## src/rtl/pfcd_pkg.sv

```systemverilog
// Package for the PCM format converter / downmix block.
// Types and constants shared by the modules; no dependencies.
`default_nettype none
package pfcd_pkg;
  localparam int QW = 40;
  typedef logic signed [QW-1:0] q_t;

  typedef enum logic [2:0] {
    FMT_IN_U8 = 3'd0, FMT_IN_S16 = 3'd1, FMT_IN_S24 = 3'd2,
    FMT_IN_S32 = 3'd3, FMT_IN_F32 = 3'd4
  } in_fmt_t;

  typedef enum logic [1:0] {
    FMT_OUT_S16 = 2'd0, FMT_OUT_S24 = 2'd1, FMT_OUT_S32 = 2'd2, FMT_OUT_F32 = 2'd3
  } out_fmt_t;

  localparam logic [1:0] CFG_IN_CH  = 2'd0;
  localparam logic [1:0] CFG_OUT_CH = 2'd1;
  localparam logic [1:0] CFG_IN_FMT = 2'd2;
  localparam logic [1:0] CFG_OUT_FMT = 2'd3;

  typedef enum logic [2:0] {
    ST_IDLE, ST_SUM, ST_DIV, ST_READ, ST_ENC, ST_NORM, ST_OUT
  } state_t;

  typedef struct packed {
    logic [31:0] sample;
    logic [2:0]  channel;
    logic        last;
  } res_t;
endpackage
`default_nettype wire

```

## src/rtl/pfcd_in_conv.sv

```systemverilog
// Input sample normalization to Q8.31 (combinational).
// Depends on pfcd_pkg.
`default_nettype none
module pfcd_in_conv (
  input  wire logic [2:0]  fmt,
  input  wire logic [31:0] raw,
  output pfcd_pkg::q_t     q
);
  import pfcd_pkg::*;
  logic [7:0]  e;
  logic [39:0] full, mag;
  logic        neg;
  always_comb begin
    e    = raw[30:23];
    neg  = raw[31];
    full = {16'd0, 1'b1, raw[22:0]};
    mag  = '0;
    q    = '0;
    unique case (fmt)
      FMT_IN_U8:  q = {{8{~raw[7]}}, ~raw[7], raw[6:0], 24'd0};
      FMT_IN_S16: q = {{8{raw[15]}}, raw[15:0], 16'd0};
      FMT_IN_S24: q = {{8{raw[23]}}, raw[23:0], 8'd0};
      FMT_IN_S32: q = {{8{raw[31]}}, raw};
      FMT_IN_F32: begin
        if (e == 8'd255) mag = (raw[22:0] != 0) ? 40'd0 : 40'h80_0000_0000;
        else if (e == 8'd0) mag = '0;
        else if (e >= 8'd135) mag = 40'h80_0000_0000;
        else if (e >= 8'd119) mag = full << (e - 8'd119);
        else if (8'd119 - e >= 8'd24) mag = '0;
        else mag = full >> (8'd119 - e);
        if (e == 8'd255 && raw[22:0] != 0) q = '0;
        else if (neg) q = mag[39] ? 40'h80_0000_0000 : -mag;
        else q = mag[39] ? 40'h7F_FFFF_FFFF : mag;
      end
      default: q = '0;
    endcase
  end
endmodule
`default_nettype wire

```

## config.mk

```make
export PLATFORM = sky130hd
export DESIGN_NAME = pfcd_in_conv
export DESIGN_NICKNAME = d
export VERILOG_FILES = /design/src/rtl/pfcd_pkg.sv /design/src/rtl/pfcd_in_conv.sv
export SDC_FILE = /design/constraint.sdc
export NUM_CORES = 1
export LEC_CHECK = 0
export ABC_AREA = 1
export BUFFER_PORTS_ARGS = -buffer_cell sky130_fd_sc_hd__buf_2
export CAP_MARGIN = 20
export CORE_MARGIN = 3
export CORE_UTILIZATION = 53
export DETAILED_ROUTE_END_ITERATION = 16
export PLACE_DENSITY = 0.77
export SYNTH_ARGS = -nofsm -noshare
export SYNTH_HDL_FRONTEND = slang
export SYNTH_SLANG_ARGS = --single-unit
```

## constraint.sdc

```tcl
create_clock -name vclk -period 3.64
set_input_delay 0.364 -clock vclk [all_inputs]
set_output_delay 0.364 -clock vclk [all_outputs]
set_load 0.02 [all_outputs]
```

==> impl_metrics.csv, run 1 <==
group,metric,value,unit
power_and_ir_drop,p_clk_share,0,%
critical_path,cpMostUsedCell,"nand3_2",
finish,syn_to_final_growth,47.2,%
logic_synthesis,seq_area_frac_synth,0,%
placement,place_congestion,1.10,
sta,whs,1.19,ns
sta,setup_viol,20,
power_and_ir_drop,switching_share,63.2,%
logic_synthesis,synth_area_leaders,"nand2_1, nand3_1, nand4_1, nor2_1, inv_1",
sta,hold_violations,0,
power_and_ir_drop,p_sw,1.13,mW
detailed_routing,via_count,10900,
logic_synthesis,synth.top_cells.by_count,"nand2_1, nand3_1, nor2_1, inv_1, nand4_1",
finish,n_antenna_cell,0,
grt,grt_pass1_wl,46.5,mm
hold_path,hold_path_class,"in2out",
logic_synthesis,syn_avg_cell_area,4.73,um^2
critical_path,crit_path_top_delay_cell,"o21ai_0",
finish,clkbuf_count,0,
status,violations,"setup timing",
finish,drive_above_1_share,36.4,%
floorplan,die_w,114,um
logic_synthesis,synth.top_cell.area_share,29.7,%
critical_path,path_class,"in2out",
floorplan,num_rows,38,
detailed_routing,vias_per_cell,6.64,
detailed_routing,wl_per_cell,20.4,um
grt,grt_usage,44.2,%
grt,grt_max_degree,43,
power_and_ir_drop,p_per_area,196,nW/um^2
critical_path,crit_path_end_kind,"output port",
logic_synthesis,synth_top_area_cell,"nand2_1",
sta,slew_headroom,40.4,%
power_and_ir_drop,power_frac_seq,0,%
grt,first_global_vias,9098,
sta,layout_setup_ws,-0.200,ns
detailed_routing,ant_nets,0,
detailed_routing,first_iter_violations,2057,
sta,fmax,260,MHz
power_and_ir_drop,p_comb_share,100.0,%
floorplan,start_util,55.7,%
finish,seq_cells,0,
sta,fin_crit_sh,105,%
status,status,"finished, violations left",
detailed_routing,dr.pass1.iters,11,
finish,num-fill-cells,844,
logic_synthesis,netlist_instances,1312,
finish,seq_area,0,um^2
critical_path,cp.required,3.28,ns
logic_synthesis,synth_most_common_cell,"nand2_1",
power_and_ir_drop,ir_worst_vdd,187,uV
sta,min_period,3.84,ns
critical_path,cp.arrival,3.48,ns
floorplan,dieHeight,114,um
sta,tightestPinTransition,0.887,ns
detailed_routing,drt_wl_total,33.4,mm
placement,dp_hpwl,23.4,mm
power_and_ir_drop,p_leak,4.68,nW
logic_synthesis,synthDistinctLibCells,47,
critical_path,slowest_delay,0.23,ns
finish,fin_util,82.0,%
detailed_routing,drcViolationCount,0,
critical_path,start_kind,"primary input",
floorplan,ioPinCount,75,
floorplan,fp.dieArea,13000,um^2
placement,io_buffers,75,
logic_synthesis,ys_warn_count,0,
logic_synthesis,synth_area,6200,um^2
finish,fin_nets,1544,
sta,finalMaxSlewViolations,0,
logic_synthesis,synth_nets,1353,
sta,rsz0062_at_grt,"yes",
critical_path,cp_max_fo,6,
grt,grt_overflow,0,
floorplan,coreArea,11100,um^2
flow_run,drv_cap,0,
power_and_ir_drop,p_int,660,uW
clock_tree,holdBufCountCts,0,
grt,antenna_found_initial,0,
-- area by class of cell --
| class | count | area (um^2) | area share [%] |
|---|---|---|---|
| well taps | 140 | 175 | 1.92 |
| inverters | 98 | 400 | 4.39 |
| multi-input cells | 1136 | 6390 | 70.1 |
| repair buffers | 267 | 2160 | 23.6 |
-- routing by layer --
metal  track usage [%]  vias up  wire (um)
met2              67.4     1049      13700
met5                 0        -          0
met3              10.4      275       5390
li1                  -     4816          -
met4              22.1        0       2740
met1              58.0     4759      11500
-- metrics by stage --
step                      setup WS [ns]  cells  setup TNS, ns  total power, mW  cell area [um^2]
final                            -0.200   1641         -0.992             1.79              9120
after global routing             -0.360   1641          -6.20             1.90              9120
after detailed placement         -0.205   1608          -2.96             1.39              7630
after global placement           -0.143   1608          -1.78             1.38              7630
after CTS                      0.000881   1619              0             1.45              7950
after floorplan                  0.0722   1312              0            0.891              6210
-- worst max-delay path, delay by kind of cell --
| family | cells | cell delay (ns) |
|---|---|---|
| AOI/OAI and AO/OA | 4 | 0.61 |
| buffers and inverters | 6 | 0.87 |
| adders and majority gates | 1 | 0.17 |
| and+or+nand+nor | 14 | 1.44 |
-- power by group through the flow --
stage | registers [mW] | logic, mW | clock network (mW)
floorplan | 0 | 0.891 | 0
global placement | 0 | 1.38 | 0
detailed placement | 0 | 1.39 | 0
CTS | 0 | 1.45 | 0
global route | 0 | 1.90 | 0
finish | 0 | 1.79 | 0
-- path summary, 6_finish.rpt --
check	end	startpoint	cells after the start	slack (ns)
hold / removal	q[18]	raw[18]	4	1.19
setup / recovery	q[7]	raw[26]	25	-0.20
-- cell usage in the layout (no fill, tap or decap), types with 3 or more instances in the layout --
master | synthesis | final
nand2_4 | 3 | 19
inv_4 | 2 | 6
nand4_1 | 66 | 66
a221oi_1 | 11 | 11
ha_1 | 6 | 3
nand3_2 | 3 | 55
o21ai_1 | 15 | 16
o22ai_1 | 15 | 15
buf_12 | 0 | 7
inv_1 | 80 | 72
nor4_1 | 3 | 3
nand2_2 | 19 | 92
nor3_1 | 15 | 10
nand3b_1 | 5 | 5
nor3_2 | 1 | 5
nand3_4 | 0 | 4
xor2_1 | 3 | 3
a21oi_1 | 55 | 37
a22oi_1 | 4 | 4
o21ai_0 | 34 | 28
ha_4 | 0 | 3
buf_4 | 10 | 175
a21oi_2 | 0 | 17
o211ai_1 | 8 | 8
nor2_1 | 89 | 59
nor2_4 | 3 | 20
buf_6 | 5 | 31
nand3_1 | 251 | 195
nand2_1 | 490 | 403
buf_2 | 38 | 49
xnor2_1 | 4 | 3
inv_2 | 13 | 15
o21ai_2 | 1 | 6
nor2_2 | 9 | 22
-- what timing repair did --
action,in CTS,in global routing
gates resized for setup,64,276
cloned,3,2
setup buffers,8,20
pin swaps,14,69
endpoints found under the setup margin,34,40
-- cells by family (layout without fill, tap and decap cells) --
family | after synthesis | after routing | synth area share, %
AOI/OAI and AO/OA | 158 | 158 | 15.2
xor gates and xnor gates | 9 | 9 | 1.70
adders and majority gates | 6 | 6 | 1.21
buffers and inverters | 178 | 365 | 12.8
and+or+nand+nor | 961 | 963 | 69.1
No activity file was read; power rests on OpenSTA's default activity.
==> inputs of run 2 (changes only) <==
- ABC_AREA: 1 -> 0
- PLACE_DENSITY: 0.77 -> 0.76
==> impl_metrics.csv, run 2 <==
group,metric,value,unit
placement,dp_hpwl,29.3,mm
clock_tree,holdBufCountCts,0,
logic_synthesis,synthDistinctLibCells,93,
placement,place_congestion,1.13,
logic_synthesis,synth_area_leaders,"mux2i_1, mux4_2, mux2_2, nand2_1, o21ai_0",
logic_synthesis,ys_warn_count,0,
sta,endpoint_type,"output port",
logic_synthesis,netlist_instances,956,
status,firstError,"[ERROR DPL-0038] Utilization greater than 100%, impossible to legalize",
logic_synthesis,synth_most_common_cell,"nand2_1",
floorplan,num_rows,40,
floorplan,start_util,55.7,%
logic_synthesis,synth_area,6860,um^2
logic_synthesis,synth.top_cells.by_count,"nand2_1, clkbuf_1, mux2i_1, nor2_1, o21ai_0",
grt,grt_max_degree,29,
logic_synthesis,seq_area_frac_synth,0,%
floorplan,die_w,120,um
logic_synthesis,synth_top_area_cell,"mux2i_1",
placement,io_buffers,75,
placement,dp.cells,1448,
logic_synthesis,syn_avg_cell_area,7.18,um^2
status,status,"stopped before the end",
status,stop_stage,"global routing",
logic_synthesis,synth.top_cell.area_share,9.92,%
sta,crit_endpoint,"q[16]",
floorplan,ioPinCount,75,
floorplan,dieHeight,120,um
placement,post_dp_cell_area,10000,um^2
logic_synthesis,synth_nets,997,
[run 2: timing repair]
action                                  CTS
gates resized for setup                 251
gates cloned                              2
setup buffers                            67
pin swaps                                62
endpoints found under the setup margin   40
[run 2: logic make-up after synthesis]
logic type | Yosys count | share of synthesized area [%]
AO/OA/AOI/OAI | 325 | 33.9
XOR/XNOR | 21 | 2.79
adder cells (fa/ha/maj) | 6 | 1.09
buffers and inverters | 128 | 9.01
multiplexers | 144 | 27.6
AND/OR/NAND/NOR | 332 | 25.5
[run 2: through the flow]
step	hold WS, ns	setup slack, ns
2_1_floorplan	0.992	-1.22
3_3_place_gp	1.24	-0.991
3_5_place_dp	1.24	-1.07
4_1_cts	1.22	-0.581
==> inputs of run 3 (changes only) <==
- CORE_UTILIZATION: 53 -> 38
- PLACE_DENSITY: 0.76 -> not set
- PLACE_DENSITY_LB_ADDON: not set -> 0.15
- clock period: 3.64 -> 4.7 ns (I/O delays scaled with it)
==> impl_metrics.csv, run 3 <==
group,metric,value,unit
logic_synthesis,ys_warn_count,0,
logic_synthesis,synth_top_area_cell,"mux2i_1",
power_and_ir_drop,p_leak,4.27,nW
sta,fin_setup_tns,-0.0502,ns
logic_synthesis,synth_nets,997,
sta,fin_crit_sh,101,%
placement,io_buffers,75,
finish,design_area,9950,um^2
finish,clkbuf_count,0,
finish,final_cells,1442,
detailed_routing,drcViolationCount,0,
logic_synthesis,synth_area,6860,um^2
floorplan,die_w,140,um
finish,layout_common_cells,"buf_4, nand2_1, nor2_1",
critical_path,slowest_delay,0.58,ns
logic_synthesis,seq_area_frac_synth,0,%
detailed_routing,drt_wl_total,37.4,mm
status,status,"finished, violations left",
finish,num-fill-cells,1718,
critical_path,crit_path_end_kind,"output port",
critical_path,critPathBufInv,6,
detailed_routing,first_iter_violations,1067,
clock_tree,holdBufCountCts,0,
finish,syn_to_final_growth,44.9,%
logic_synthesis,netlist_instances,956,
grt,busiest_layer,"met2",
sta,slew_headroom,41.9,%
placement,place_congestion,1.02,
critical_path,start_kind,"primary input",
detailed_routing,via_count,9603,
floorplan,dieHeight,140,um
sta,tightestPinTransition,0.869,ns
power_and_ir_drop,p_per_area,150,nW/um^2
finish,seq_area,0,um^2
status,violations,"setup timing",
sta,rsz0062_at_grt,"yes",
critical_path,path_class,"in2out",
placement,dp_hpwl,29.5,mm
grt,grt_use_met2,54.3,%
grt,grt_max_degree,39,
critical_path,cp.arrival,4.27,ns
critical_path,cp_cell_sequence,"buf_8 > buf_12 > buf_12 > inv_6 > ha_4 > buf_12 > mux2_4 > mux4_2 > and2_4 > o41ai_4 > nand4_2 > or4b_4 > nor2_4 > nand3_2 > or4_4 > nand3b_1 > buf_6",
sta,fmax,211,MHz
grt,grt_usage,35.7,%
grt,use_met3,6.11,%
detailed_routing,vias_per_cell,6.66,
placement,dp.cells,1410,
finish,seq_cells,0,
detailed_routing,ant_nets,0,
finish,fin_nets,1260,
finish,multi_input_area,6740,um^2
logic_synthesis,synth_area_leaders,"mux2i_1, mux4_2, mux2_2, nand2_1, o21ai_0",
placement,post_dp_cell_area,9140,um^2
flow_run,drv_cap,0,
grt,antenna_found_initial,0,
placement,pre_cts_ws,-0.225,ns
grt,grt_pass1_wl,55.3,mm
detailed_routing,dr.pass1.iters,6,
floorplan,num_rows,48,
floorplan,start_util,39.3,%
grt,grtUsageMet1,52.5,%
power_and_ir_drop,ir_worst_vdd,79.2,uV
finish,n_antenna_cell,0,
hold_path,hold_path_class,"in2out",
logic_synthesis,syn_avg_cell_area,7.18,um^2
floorplan,coreArea,17500,um^2
sta,setup_viol,2,
critical_path,crit_path_top_delay_cell,"or4b_4",
critical_path,cp.required,4.23,ns
sta,layout_setup_ws,-0.0384,ns
sta,hold_violations,0,
critical_path,cp_max_fo,8,
finish,mostFrequentLayoutCell,"buf_4",
detailed_routing,wl_per_cell,25.9,um
logic_synthesis,synth.top_cells.by_count,"nand2_1, clkbuf_1, mux2i_1, nor2_1, o21ai_0",
sta,finalMaxSlewViolations,0,
logic_synthesis,synthDistinctLibCells,93,
critical_path,cpMostUsedCell,"buf_12",
sta,min_period,4.74,ns
floorplan,ioPinCount,75,
logic_synthesis,synth.top_cell.area_share,9.92,%
finish,drive_above_1_share,46.3,%
grt,first_global_vias,8844,
grt,grt_overflow,0,
logic_synthesis,synth_most_common_cell,"nand2_1",
floorplan,fp.dieArea,19700,um^2
critical_path,path_delay_family,"simple AND/OR/NAND/NOR gates",
run 3: cell counts after synthesis:
Identical to the previous run, type by type.
run 3: layout make-up:
cell class                 count  share of cell area, %
inverter                      18                  0.730
multi-input combinational    828                   67.8
tap                          225                   2.83
timing repair buffer         371                   28.6
run 3: through the flow:
step                total power [mW]  hold WS (ns)  util, %
CTS                             1.34          1.42     53.2
detailed placement              1.30          1.42     52.3
finish                          1.49          1.43     56.9
global route                    1.57          1.45     56.9
floorplan                      0.757          1.20        -
global placement                1.31          1.42     52.3
run 3: metal layers:
metal	part of all wire, %	vias to the layer above
met5	0	-
met4	3.5	0
met3	11	102
met2	43	604
met1	43	4599
li1	-	4298
run 3: report_power, final:
group	internal [mW]	leakage (nW)	total (mW)	switching (mW)
Clock	0	0	0	0
Sequential	0	0	0	0
Combinational	0.673	4.27	1.49	0.818
Total	0.673	4.27	1.49	0.818
run 3: kinds of logic after synthesis:
group                    after synthesis  synth area share, %
adder cells (fa/ha/maj)                6                 1.09
AND/OR/NAND/NOR                      332                 25.5
multiplexers                         144                 27.6
XOR/XNOR                              21                 2.79
buffers and inverters                128                 9.01
AO/OA/AOI/OAI                        325                 33.9
run 3: timing repair:
action,in CTS,in global routing
setup buffers,7,23
pin swaps,8,46
setup endpoints to repair,20,33
endpoints found under the hold margin,0,0
gates resized for setup,24,115
gates cloned,0,2
run 3: worst paths after layout:
path | cells past startpoint | end | startpoint
max | 17 | q[38] | raw[24]
min | 3 | q[20] | fmt[2]
